--- src/rtl/core/shuffled_deck_index_top_defines.svh ---
// Assertion macros for the deck index top level.
`ifndef SHUFFLED_DECK_INDEX_TOP_DEFINES_SVH
`define SHUFFLED_DECK_INDEX_TOP_DEFINES_SVH

// Same-cycle implication, checked on clock, off while reset is high.
`define SDI_ASSERT_NOW(lbl, ante, cons, msg) \
   lbl: assert property (@(posedge clock) disable iff (reset) (ante) |-> (cons)) \
      else $error(msg);

// Next-cycle implication, checked on clock, off while reset is high.
`define SDI_ASSERT_NEXT(lbl, ante, cons, msg) \
   lbl: assert property (@(posedge clock) disable iff (reset) (ante) |=> (cons)) \
      else $error(msg);

`endif

--- src/rtl/core/sdi_pkg.sv ---
// Shared constants and the generator step function for the deck index block.
`timescale 1ns / 1ps
`default_nettype none

package sdi_pkg;

   localparam int unsigned SEED_W        = 32;
   localparam int unsigned YEAR_W        = 16;
   localparam int unsigned DAY_W         = 16;
   localparam int unsigned ENTRY_W       = 9;
   localparam int unsigned REQ_W         = 32;
   localparam int unsigned RSP_W         = 16;
   localparam int unsigned DECK_SIZE_DEF = 366;

   // Remainder unit retires two quotient bits per cycle.
   localparam int unsigned DIV_STEPS = SEED_W / 2;
   localparam int unsigned DIV_CNT_W = $clog2(DIV_STEPS);

   localparam logic [SEED_W-1:0] SEED_BASE     = 32'h9e37_79b9;
   localparam logic [SEED_W-1:0] YEAR_MUL      = 32'd2654435761;
   localparam logic [SEED_W-1:0] VERSION_MUL   = 32'd2246822519;
   localparam logic [SEED_W-1:0] VERSION_RESET = 32'd1;

   // One xorshift32 step: shift left 13, right 17, left 5.
   function automatic logic [SEED_W-1:0] xs_next(input logic [SEED_W-1:0] s);
      logic [SEED_W-1:0] a;
      logic [SEED_W-1:0] b;
      a = s ^ (s << 13);
      b = a ^ (a >> 17);
      return b ^ (b << 5);
   endfunction

endpackage

`default_nettype wire

--- src/rtl/core/sdi_rem_unit.sv ---
// Iterative 32-bit by narrow remainder unit, two restoring steps per cycle.
`timescale 1ns / 1ps
`default_nettype none

module sdi_rem_unit #(
   parameter int unsigned DIV_W = 9
) (
   input  wire logic                          clock,
   input  wire logic                          reset,
   input  wire logic                          start,
   input  wire logic [sdi_pkg::SEED_W-1:0]    dividend,
   input  wire logic [DIV_W-1:0]              divisor,
   output logic                               done,
   output logic [DIV_W-1:0]                   remainder
);

   localparam logic [sdi_pkg::DIV_CNT_W-1:0] CNT_LAST =
      sdi_pkg::DIV_CNT_W'(sdi_pkg::DIV_STEPS - 1);

   logic [sdi_pkg::SEED_W-1:0]    quo_ff, quo_in;
   logic [DIV_W-1:0]              rem_ff, rem_in;
   logic [DIV_W-1:0]              div_ff;
   logic [sdi_pkg::DIV_CNT_W-1:0] cnt_ff, cnt_in;
   logic                          busy_ff, busy_in;
   logic                          done_ff, done_in;

   logic [DIV_W:0] d_ext;
   logic [DIV_W:0] t1, t2;
   logic [DIV_W-1:0] r1;

   always_comb begin
      d_ext = {1'b0, div_ff};
      t1    = {rem_ff, quo_ff[sdi_pkg::SEED_W-1]};
      r1    = (t1 >= d_ext) ? DIV_W'(t1 - d_ext) : DIV_W'(t1);
      t2    = {r1, quo_ff[sdi_pkg::SEED_W-2]};

      quo_in  = quo_ff;
      rem_in  = rem_ff;
      cnt_in  = cnt_ff;
      busy_in = busy_ff;
      done_in = 1'b0;
      if (start) begin
         quo_in  = dividend;
         rem_in  = '0;
         cnt_in  = '0;
         busy_in = 1'b1;
      end else if (busy_ff) begin
         quo_in = quo_ff << 2;
         rem_in = (t2 >= d_ext) ? DIV_W'(t2 - d_ext) : DIV_W'(t2);
         cnt_in = cnt_ff + 1'b1;
         if (cnt_ff == CNT_LAST) begin
            busy_in = 1'b0;
            done_in = 1'b1;
         end
      end
   end

   always_ff @(posedge clock) begin
      if (reset) begin
         busy_ff <= 1'b0;
         done_ff <= 1'b0;
         cnt_ff  <= '0;
      end else begin
         busy_ff <= busy_in;
         done_ff <= done_in;
         cnt_ff  <= cnt_in;
      end
   end

   always_ff @(posedge clock) begin
      quo_ff <= quo_in;
      rem_ff <= rem_in;
      if (start) begin
         div_ff <= divisor;
      end
   end

   assign done      = done_ff;
   assign remainder = rem_ff;

endmodule

`default_nettype wire

--- config.mk ---
export PLATFORM = sky130hd
export DESIGN_NAME = sdi_rem_unit
export DESIGN_NICKNAME = d
export VERILOG_FILES = /design/src/rtl/core/shuffled_deck_index_top_defines.svh /design/src/rtl/core/sdi_pkg.sv /design/src/rtl/core/sdi_rem_unit.sv
export SDC_FILE = /design/constraint.sdc
export NUM_CORES = 1
export LEC_CHECK = 0
export BUFFER_PORTS_ARGS = -buffer_cell sky130_fd_sc_hd__buf_4
export CORE_ASPECT_RATIO = 0.6
export CORE_MARGIN = 10
export CORE_UTILIZATION = 60
export CTS_CLUSTER_DIAMETER = 50
export CTS_CLUSTER_SIZE = 20
export DETAILED_ROUTE_END_ITERATION = 12
export PLACE_DENSITY = 0.84
export SYNTH_ARGS = -nofsm -noshare
export SYNTH_HDL_FRONTEND = slang
export SYNTH_SLANG_ARGS = --single-unit
--- constraint.sdc ---
create_clock -name clock -period 10.15 [get_ports clock]
set_input_delay 0.5075 -clock clock [delete_from_list [all_inputs] [get_ports clock]]
set_output_delay 0.5075 -clock clock [all_outputs]
set_load 0.005 [all_outputs]
# Word-level counts from Yosys, hierarchy flattened
# Index checks and enable logic that the tools add are counted.
[totals]
ff_bits = 56
latchBits = 0
ram_bits = 0
mem_bits_ro = 0
output_inout_bits = 10
n_memories = 0
[classes]
addsub = 3
multipliers = 0
div_mod_pow = 0
magnitude_cmp = 2
n_eq_ne = 1
n_shift = 0
muxes = 8
bitwise = 1
n_reduce_logical = 3
[ops]
columns = ["op", "count"]
rows = [
  ["$mux 32", 2],
  ["$ge 10x9->1", 2],
  ["$mux 9", 2],
  ["$sub 9x9->9", 2],
  ["$add 4x1->4 const B", 1],
  ["$eq 4x4->1 const B", 1],
  ["$mux 1", 4],
  ["$reduce_or 3->1", 1],
  ["$reduce_bool 2->1", 1],
  ["$reduce_or 2->1", 1],
  ["$not 1->1", 1],
]

# Depth between registers and ports, before layout
# Gate-level depths: netlist (run 1).
[depth]
word_depth = 4
depth_mapped = 17

# Worst setup path after synthesis (run 1)
# OpenSTA, ideal clock, no wires.
[synth_timing]
kind = "register to register"
from = "register quo_ff[31] (netlist bit)"
to = "register rem_ff[0], in the netlist remainder[0]"
t_arrival_ns = 3.580
required_time_ns = 10.071
setup_slack_ns = 6.491
stages_incl_launch_ff = 17
path_cell_list = "edfxtp_1 -> inv_1 -> ha_1 -> inv_1 -> fa_1 -> a211oi_2 -> o211ai_1 -> a21o_2 -> mux2_2 -> ha_1 -> a21oi_2 -> a21oi_1 -> o31ai_4 -> o311ai_2 -> buf_6 -> mux2_4 -> a211oi_2"
[synth_via]
elab_chain_cells = 4
word_cells_on_any_way = 5
cone_classes = "1 x add/sub; 2 x order compare; 2 x mux"
[synth_rtl]
columns = ["item", "line_no", "source"]
rows = [
  ["from (decl)", "sdi_rem_unit.sv:20", "logic [sdi_pkg::SEED_W-1:0] quo_ff, quo_in;"],
  ["from (signal assigned)", "sdi_rem_unit.sv:71", "quo_ff <= quo_in;"],
  ["$sub 9x9->9 or $ge 10x9->1 (tied branches)", "sdi_rem_unit.sv:34", "r1 = (t1 >= d_ext) ? DIV_W'(t1 - d_ext) : DIV_W'(t1);"],
  ["$mux 9 (*)", "sdi_rem_unit.sv:34", ""],
  ["$ge 10x9->1 (*)", "sdi_rem_unit.sv:49", "rem_in = (t2 >= d_ext) ? DIV_W'(t2 - d_ext) : DIV_W'(t2);"],
  ["$mux 9 (*)", "sdi_rem_unit.sv:49", ""],
  ["to (signal assigned)", "sdi_rem_unit.sv:72", "rem_ff <= rem_in;"],
  ["to (decl)", "sdi_rem_unit.sv:21", "logic [DIV_W-1:0] rem_ff, rem_in;"],
]
# Mark *: on every way between the ends. The rest lies on a longest branch, timed or not.
# A chain may end at the register's enable or synchronous reset.

# Worst setup path after layout (run 1)
[layout_timing]
from = "register div_ff[0]"
to = "register rem_ff[0], in the netlist remainder[0]"
[layout_via]
elab_chain_cells = 4
word_cells_on_any_way = 6
cone_classes = "2 x add/sub; 2 x order compare; 2 x mux"
[layout_rtl]
columns = ["item", "line_no", "source"]
rows = [
  ["from (decl)", "sdi_rem_unit.sv:22", "logic [DIV_W-1:0] div_ff;"],
  ["from (signal assigned)", "sdi_rem_unit.sv:74", "div_ff <= divisor;"],
  ["$sub 9x9->9 or $ge 10x9->1 (tied branches)", "sdi_rem_unit.sv:34", ""],
  ["$mux 9", "sdi_rem_unit.sv:34", ""],
  ["$ge 10x9->1", "sdi_rem_unit.sv:49", ""],
  ["$mux 9 (*)", "sdi_rem_unit.sv:49", ""],
]
# Marks and branches as above.

==> results of run 1 <==
[power by group through the flow]
stage	Clock (µW)	Combinational, µW	Sequential, µW
detailed placement	0	427	299
global placement	0	415	298
CTS	147	434	294
finish	147	445	294
floorplan	0	326	292
global route	157	479	297
[cells in the mapped netlist (4+ instances only)]
| cell | n | area share [%] |
|---|---|---|
| a211oi_1 | 6 | 1.4 |
| a21oi_1 | 8 | 1.2 |
| clkbuf_1 | 4 | 0.47 |
| dfxtp_1 | 15 | 9.3 |
| edfxtp_1 | 41 | 38 |
| ha_1 | 19 | 7.4 |
| inv_1 | 14 | 1.6 |
| mux2_2 | 35 | 12 |
| mux2i_1 | 8 | 2.5 |
| nand2_1 | 6 | 0.70 |
| nand2b_1 | 5 | 0.97 |
| nand3_1 | 6 | 0.93 |
| nand4_1 | 5 | 0.97 |
| nor2_1 | 21 | 2.5 |
| nor3_1 | 5 | 0.78 |
| o21a_1 | 4 | 0.93 |
| o21ai_0 | 4 | 0.62 |
| xnor2_1 | 4 | 1.1 |
| xor2_1 | 6 | 1.6 |
[metrics by stage]
step | std cells | hold slack, ns
2_1_floorplan | 269 | 0.439
3_3_place_gp | 380 | 0.459
3_5_place_dp | 380 | 0.465
4_1_cts | 388 | 0.357
5_1_grt | 388 | 0.353
6_report | 388 | 0.358
[cells by family (layout without fill, tap and decap cells)]
family	after synthesis	in the layout	synth area share [%]
xor gates and xnor gates	10	10	2.72
AOI/OAI and AO/OA	51	51	12.6
buffers and inverters	22	75	2.80
DFF	56	56	47.6
muxes	44	44	15.2
and+or+nand+nor	65	65	10.4
adders and majority gates	21	21	8.63
[final cells by class]
type	count	area [µm²]
Multi-Input combinational cell	191	1600
Sequential cell	56	1530
Fill cell	355	1360
Timing Repair Buffer	53	398
Tap cell	66	82.6
Clock buffer	5	68.8
Inverter	14	52.6
Clock inverter	3	42.5
[sequential cells by signal (all words and copies together) (netlist names)]
signal and count:
quo_ff 32, div_ff 9, remainder 9, cnt_ff 4, busy_ff 1, done 1
[worst reg2reg max path: cells and delay by family, from the launching register on]
kind / cells / cell delay, ns
flops: 1 / 0.43
fa+ha+maj: 3 / 1.01
simple gates: 1 / 0.17
buf+inv: 1 / 0.06
mux: 2 / 0.74
compound gates: 7 / 1.85
[routing by layer]
layer | vias up | track usage (%) | part of all wire (%) | wire (µm)
met5 | - | 0 | 0 | 0
met4 | 0 | 3.87 | 0.97 | 73
met3 | 8 | 6.37 | 9.1 | 686
met2 | 93 | 25.6 | 45 | 3420
met1 | 1131 | 22.3 | 44 | 3350
li1 | 1124 | - | - | -
[cell usage in the layout (no fill, tap or decap), drive strengths merged, types with 6 or more instances in the layout]
cell,synthesis,final
a211oi,8,8
a21oi,10,10
buf,4,53
dfxtp,15,15
edfxtp,41,41
ha,19,19
inv,14,14
mux2,36,36
mux2i,8,8
nand2,6,6
nand3,6,6
nor2,22,22
xor2,6,6
[worst paths after layout]
| kind | start | to | cells past startpoint |
|---|---|---|---|
| hold reg to reg | cnt_ff[3] | done | 2 |
| setup reg to reg | div_ff[0] | remainder[0] | 14 |
| hold / removal | reset | busy_ff | 2 |
| setup / recovery | div_ff[0] | remainder[0] | 14 |
==> impl_metrics.csv, run 1 <==
group,metric,value,unit
cts,clock_path_buffers,2,
sta,drv_slew,0,
placed_design,pre_cts_slack,5.98,ns
global_routing,grt.overflow.total,0,
placed_design,place.gp.congestion,0.888,
outcome,status,"complete, no violations",
finish,layout-drive-gt1-share,32.9,%
pwr,seqPwrFrac,33.2,%
global_routing,grt_pass1_wl,11900,µm
synthesis,synth-edff-count,41,
cts,path_clk_slew,0.10,ns
pwr,clockPowerShare,16.6,%
setup_path,critPathCaptureType,"flop",
pwr,swShare,38.2,%
synthesis,synthArstFlopShare,0,%
setup_path,crit_required,10.39,ns
pwr,internal-power,547,µW
pwr,max-vdd-ir-drop,0.000157,V
sta,setup_viol,0,
die,coreArea,5130,µm²
setup_path,r2r_setup_slack,5.82,ns
routing,dr_total_vias,2356,
pwr,switching_power,338,µW
pwr,p_leak,0.00156,µW
synthesis,yosysUniqueCellTypes,53,
die,die_w,115,µm
finish,num_antenna_cells,0,
routing,drt_iter0_markers,170,
finish,final_nets,386,
finish,fin_util,73.5,%
synthesis,syn_inst,269,
cts,root_buffer,"clkbuf_8",
placed_design,dp_hpwl,5710,µm
pwr,finalPower,886,µW
routing,firstDrtPassIters,5,
synthesis,ys_seq_area_share,47.6,%
sta,setup_ws,5.82,ns
sta,finalHoldViolations,0,
routing,drc_errors,0,
synthesis,synth_nets,334,
pwr,pwr-share-comb,50.2,%
finish,area_delta_synth_final,17.2,%
setup_path,worstPathCellList,"ha_1 -> inv_1 -> fa_1 -> a211oi_2 -> o211ai_1 -> a21o_2 -> mux2_2 -> ha_1 -> a211oi_1 -> nor3b_1 -> o31ai_4 -> o311ai_2 -> mux2_4 -> a211oi_2",
setup_path,cp_max_fo,10,
die,die_area,8790,µm²
global_routing,track_usage,16.9,%
setup_path,path_buf_inv,1,
routing,wl_per_cell,19.4,µm
die,initial_core_util,62.7,%
setup_path,worst-setup-path-type,"reg -> reg",
cts,cts-resized-gates,0,
cts,clock_sinks,56,
setup_path,critical_path_arrival,4.56,ns
cts,htreeDepth,2,
sta,min_period_over_period,42.6,%
setup_path,crit_family,"compound AO/OA/AOI/OAI gates",
cts,postCtsHoldBufs,0,
setup_path,crit_path_start_kind,"flop",
sta,relSlewSlack,33.6,%
die,ios,54,
synthesis,avgSynthCellArea,12.0,µm²
die,die_h,76.7,µm
sta,period_needed,4.33,ns
cts,numCtsBuffers,5,
global_routing,grt_pass1_vias,2403,
synthesis,netlist_area,3220,µm²
cts,cts_tree,"built",
routing,postRouteAntennaNets,0,
pwr,p_per_area,235,nW/µm²
synthesis,ys_ff_latch,56,
setup_path,critical_path.max_stage_delay,0.45,ns
placed_design,port_buffers,53,
routing,via_per_inst,6.07,
die,rows,20,
sta,clock.fmax,231,MHz
synthesis,ys.flop_type,"edfxtp_1",
run,cap_violations,0,
global_routing,antenna_found_initial,0,
setup_path,slowest_stage,"fa_1",
sta,worst_slew_pin_slew,0.994,ns
global_routing,grt_max_degree,55,
synthesis,yosys_warnings,0,
sta,rsz0062_at_grt,"false",
routing,wl,7530,µm
hold_path,hold_path_class,"in -> reg",
cts,insertion_delay,0.31,ns
finish,fin_area,3770,µm²
sta,skew,0.00363,ns
placed_design,dpl_cell_area,3660,µm²
cts,cts_setup_buffers,0,
sta,final.setup.tns,0,ns
No activity file was read; power rests on OpenSTA's default activity.
==> run 2: changes to the inputs <==
Settings changed: CORE_UTILIZATION 60 to 51, PLACE_DENSITY 0.84 to 0.76.
Clock period 10.15 ns to 3.89 ns, I/O delays scaled along.
==> run 2 against run 1 <==
Critical path depth up 2. Die area up 14%. Flip-flop and latch count unchanged. Sequential power rose to 2.6 times the previous value. Utilization down 6.5 points. Count of clock-buffer cells in the layout unchanged. Critical endpoint is now remainder[3].
==> impl_metrics.csv, run 2 (same netlist as run 1, synthesis figures left out) <==
group,metric,value,unit
outcome,status,"complete, no violations",
sta,skew,0.0177,ns
finish,fillCellCount,480,
finish,final_nets,402,
pwr,finalPower,2680,µW
sta,clock.fmax,270,MHz
placed_design,port_buffers,53,
routing,via_per_inst,5.59,
routing,wl_per_cell,18.5,µm
routing,wl,7790,µm
finish,layout-drive-gt1-share,42.6,%
die,die_h,81.5,µm
global_routing,track_usage,15.3,%
setup_path,critPathCaptureType,"flop",
routing,drc_errors,0,
pwr,max-vdd-ir-drop,0.000305,V
sta,worst_slew_pin_slew,0.734,ns
placed_design,dp_hpwl,5720,µm
global_routing,grt_pass1_wl,12000,µm
die,die_area,9990,µm²
finish,final_cell_mix,"68 x buf_4, 41 x edfxtp_1, 33 x mux2_2, 21 x nor2_1, 15 x dfxtp_1",
global_routing,grt_pass1_vias,2347,
global_routing,grt.overflow.total,0,
pwr,p_per_area,654,nW/µm²
routing,firstDrtPassIters,4,
setup_path,cp_max_fo,7,
placed_design,dpl.cell_count,408,
global_routing,antenna_found_initial,0,
die,die_w,123,µm
setup_path,crit_required,4.06,ns
setup_path,worstPathCellList,"inv_2 -> ha_4 -> inv_2 -> fa_2 -> a211oi_2 -> o211ai_1 -> a21o_2 -> mux2_4 -> ha_4 -> a211oi_4 -> nor3b_2 -> o31ai_4 -> o311ai_4 -> buf_6 -> mux2i_2 -> a211oi_2",
hold_path,hold_path_class,"in -> reg",
run,cap_violations,0,
cts,htreeDepth,2,
cts,clock_path_buffers,2,
placed_design,dpl_cell_area,3760,µm²
cts,cts_tree,"built",
die,ios,54,
finish,layout.cells.most_common,"buf_4",
sta,period_needed,3.70,ns
sta,drv_slew,0,
sta,min_period_over_period,95.1,%
routing,dr_total_vias,2359,
sta,finalHoldViolations,0,
finish,largest_reg_flops,32,
setup_path,crit_path_start_kind,"flop",
cts,numCtsBuffers,5,
sta,rsz0062_at_grt,"false",
sta,setup_ws,0.191,ns
finish,instances_no_fill,422,
pwr,p_leak,0.00167,µW
routing,drt_iter0_markers,220,
cts,insertion_delay,0.32,ns
finish,num_antenna_cells,0,
setup_path,critical_path_arrival,3.87,ns
sta,setup_viol,0,
setup_path,critical_path.max_stage_delay,0.38,ns
sta,relSlewSlack,51.1,%
finish,area_delta_synth_final,27.3,%
setup_path,slowest_stage,"edfxtp_1",
setup_path,worst-setup-path-type,"reg -> reg",
die,initial_core_util,52.6,%
cts,path_clk_slew,0.10,ns
finish,top_register,"quo_ff",
routing,postRouteAntennaNets,0,
sta,final.setup.tns,0,ns
cts,root_buffer,"clkbuf_8",
placed_design,pre_cts_slack,-0.0138,ns
cts,clock_sinks,56,
cts,postCtsHoldBufs,0,
finish,fin_area,4090,µm²
global_routing,grt_max_degree,55,
placed_design,place.gp.congestion,0.898,
die,rows,22,
die,coreArea,6110,µm²
## run 2: worst max-delay path: cells and delay by family, from the launching register on
| kind | cells | cell delay [ns] |
|---|---|---|
| buffers and inverters | 3 | 0.30 |
| DFF | 1 | 0.38 |
| and+or+nand+nor | 1 | 0.10 |
| AOI/OAI and AO/OA | 7 | 1.45 |
| adders and majority gates | 3 | 0.77 |
| muxes | 2 | 0.55 |
## run 2: through the flow
stage	hold slack, ns	utilization (%)
finish	0.0330	67.0
global route	0.0253	67.0
CTS	0.0280	64.7
detailed placement	0.365	61.5
global placement	0.363	61.5
floorplan	0.267	-
## run 2: final timing paths
path | slack [ns] | to | depth (start not counted) | start
max | 0.19 | remainder[3] | 16 | quo_ff[31]
min | 0.03 | busy_ff | 2 | reset
max reg2reg | 0.19 | remainder[3] | 16 | quo_ff[31]
min reg2reg | 0.48 | done | 2 | cnt_ff[3]
## run 2: layer usage
| layer | up-vias | global-route usage, % | routed length (µm) |
|---|---|---|---|
| li1 | 1148 | - | - |
| met1 | 1123 | 22.4 | 3790 |
| met2 | 82 | 21.1 | 3190 |
| met3 | 6 | 4.79 | 732 |
| met4 | 0 | 4.22 | 74 |
| met5 | - | 0 | 0 |
## run 2: repair_timing
item | CTS | global route
gates resized for setup | 6 | 26
endpoints found under the setup margin | 7 | 9
endpoints found under the hold margin | 0 | 0
setup buffers | 4 | 3
pin swaps | 4 | 12
## run 2: layout make-up
type	instances	area (µm²)	share of cell area, %
repair buffers	69	522	12.7
multi-input cells	191	1750	42.6
well taps	84	105	2.57
clock buffers	5	68.8	1.68
clock inverters	3	68.8	1.68
flip-flops and latches	56	1530	37.4
inverters	14	52.6	1.28
## run 2: where the power goes
group / total, µW / leakage [µW] / internal, µW / switching (µW)
Sequential: 763 / 0.000534 / 719 / 44.4
Combinational: 1460 / 0.00106 / 721 / 734
Clock: 460 / 0.0000687 / 259 / 201
==> run 3: changes to the inputs <==
Settings changed: CELL_PAD_IN_SITES_DETAIL_PLACEMENT set to 0, CELL_PAD_IN_SITES_GLOBAL_PLACEMENT set to 2, CORE_UTILIZATION 51 to 34, PLACE_DENSITY 0.76 to not set, PLACE_DENSITY_LB_ADDON set to 0.1.
==> run 3 against run 2 <==
Non-clock buffer count grew 14. Setup slack worse by 0.089 ns. Utilization fell by 20 points. Critical path depth rose by 1. Cell count up 14%. Via count rose by 0.25%.
==> impl_metrics.csv, run 3 (same netlist as run 1, synthesis figures left out) <==
group,metric,value,unit
setup_path,r2r_setup_slack,0.10,ns
cts,htreeDepth,2,
cts,root_buffer,"clkbuf_16",
setup_path,worst-setup-path-type,"reg -> reg",
sta,setup_viol,0,
pwr,p_per_area,657,nW/µm²
sta,setup_ws,0.102,ns
sta,finalHoldViolations,0,
cts,insertion_delay,0.30,ns
cts,clock_sinks,56,
routing,firstDrtPassIters,4,
cts,postCtsHoldBufs,0,
pwr,seqPwrFrac,26.9,%
pwr,swShare,36.4,%
finish,fin_util,46.8,%
cts,clock_path_buffers,2,
pwr,switching_power,1030,µW
global_routing,antenna_found_initial,0,
sta,drv_slew,0,
routing,via_per_inst,4.91,
sta,clock.fmax,264,MHz
setup_path,crit_path_start_kind,"flop",
global_routing,grt_pass1_wl,13000,µm
finish,layout.cells.most_common,"buf_4",
setup_path,cp_max_fo,6,
run,cap_violations,0,
pwr,clockPowerShare,16.3,%
pwr,internal-power,1800,µW
routing,postRouteAntennaNets,0,
placed_design,dpl.cell_count,465,
setup_path,worstPathCellList,"inv_2 -> ha_4 -> inv_4 -> fa_2 -> a211oi_2 -> o211ai_1 -> a21o_2 -> buf_4 -> mux2_2 -> ha_2 -> buf_4 -> nand4_1 -> nor2_1 -> a21oi_2 -> o311ai_4 -> mux2_4 -> a211oi_2",
finish,layout-drive-gt1-share,45.5,%
finish,num_antenna_cells,0,
setup_path,critPathCaptureType,"flop",
placed_design,port_buffers,53,
setup_path,critical_path_arrival,4.00,ns
placed_design,place.gp.congestion,0.841,
global_routing,track_usage,11.8,%
finish,area_delta_synth_final,33.8,%
routing,drc_errors,0,
placed_design,dp_hpwl,6370,µm
setup_path,r2r_start,"quo_ff[31]",
hold_path,holdCritStartpoint,"reset",
finish,fillCellCount,874,
cts,numCtsBuffers,5,
die,rows,27,
die,initial_core_util,35.0,%
cts,cts_tree,"built",
sta,rsz0062_at_grt,"true",
routing,wl_met1,4870,µm
finish,largest_reg_flops,32,
sta,min_period_over_period,97.4,%
pwr,max-vdd-ir-drop,0.000272,V
die,die_area,13900,µm²
sta,worst_slew_pin_slew,0.768,ns
placed_design,pre_cts_slack,0.0103,ns
hold_path,hold_path_class,"in -> reg",
cts,path_clk_slew,0.07,ns
pwr,pwr-share-comb,56.9,%
routing,drt_iter0_markers,229,
setup_path,slowest_stage,"edfxtp_1",
outcome,status,"complete, no violations",
hold_path,hold_depth,2,
sta,period_needed,3.79,ns
die,die_w,146,µm
hold_path,hold_end,"busy_ff",
sta,relSlewSlack,48.8,%
setup_path,crit_required,4.10,ns
routing,dr_total_vias,2365,
global_routing,grt.overflow.total,0,
setup_path,r2r-end,"remainder[0]",
routing,dr_wl_met3,368,µm
finish,top_register,"quo_ff",
global_routing,grt_max_degree,55,
routing,met2_length,3210,µm
setup_path,worstRegToRegCells,17,
die,coreArea,9190,µm²
sta,skew,0.00580,ns
setup_path,critical_path.max_stage_delay,0.38,ns
die,ios,54,
routing,wl_per_cell,17.6,µm
die,die_h,95.3,µm
pwr,p_leak,0.00175,µW
routing,wl,8490,µm
finish,final_cell_mix,"79 x buf_4, 41 x edfxtp_1, 32 x mux2_2, 20 x nor2_1, 15 x dfxtp_1",
routing,top_layer_used,"met4",
finish,final_nets,416,
global_routing,grt_pass1_vias,2389,
finish,instances_no_fill,482,
==> run 3: stage by stage <==
stage / instance area, µm² / total power [µW] / hold WS (ns) / setup TNS, ns
floorplan: 3220 / 1610 / 0.267 / 0
global placement: 3900 / 2070 / 0.373 / 0
detailed placement: 3900 / 2050 / 0.374 / 0
CTS: 4070 / 2540 / 0.0656 / 0
global route: 4300 / 3000 / 0.0598 / -0.146
finish: 4300 / 2830 / 0.0682 / 0
==> run 3: how the worst max path moves through the flow <==
| stage | start | endpoint | slack, ns | cells after the start |
|---|---|---|---|---|
| 3_5_place_dp | quo_ff[31] | remainder[1] | 0.01 | 17 |
| 4_1_cts | quo_ff[31] | remainder[3] | 0.008 | 17 |
| 2_1_floorplan | quo_ff[31] | remainder[0] | 0.23 | 16 |
| 5_1_grt | div_ff[6] | remainder[5] | -0.08 | 15 |
| 3_3_place_gp | quo_ff[31] | remainder[1] | 0.008 | 17 |
| 6_report | quo_ff[31] | remainder[0] | 0.10 | 17 |
==> run 3: area by class of cell <==
| cell class | count | area [µm²] | share of cell area (%) |
|---|---|---|---|
| Clock inverter | 3 | 22.5 | 0.523 |
| Timing Repair Buffer | 83 | 638 | 14.8 |
| Inverter | 14 | 55.1 | 1.28 |
| Sequential cell | 56 | 1530 | 35.6 |
| Multi-Input combinational cell | 191 | 1770 | 41.1 |
| Tap cell | 130 | 163 | 3.78 |
| Clock buffer | 5 | 125 | 2.91 |
==> run 3: power groups by stage <==
stage               sequential, µW  combinational [µW]  clock (µW)
finish                         760                1610         460
detailed placement             774                1270           0
global placement               770                1300           0
global route                   769                1730         494
floorplan                      763                 849           0
CTS                            760                1310         472
==> run 3: routing by layer <==
| metal | track usage, % | vias to the layer above |
|---|---|---|
| li1 | - | 1184 |
| met2 | 15.4 | 54 |
| met4 | 1.76 | 0 |
| met3 | 3.17 | 7 |
| met5 | 0 | - |
| met1 | 18.6 | 1120 |
==> run 3: critical path, delay by kind of cell (launching register included) <==
family                   cells  cell delay, ns
AO/OA/AOI/OAI                6            1.35
adder cells (fa/ha/maj)      3            0.80
multiplexers                 2            0.62
buffers and inverters        4            0.42
flip-flops                   1            0.38
AND/OR/NAND/NOR              2            0.13
==> run 3: timing repair <==
item	4_1_cts	5_1_grt
resized for setup	1	38
setup buffers	2	8
endpoints found under the setup margin	3	9
pin swaps	0	18
endpoints found under the hold margin	0	0
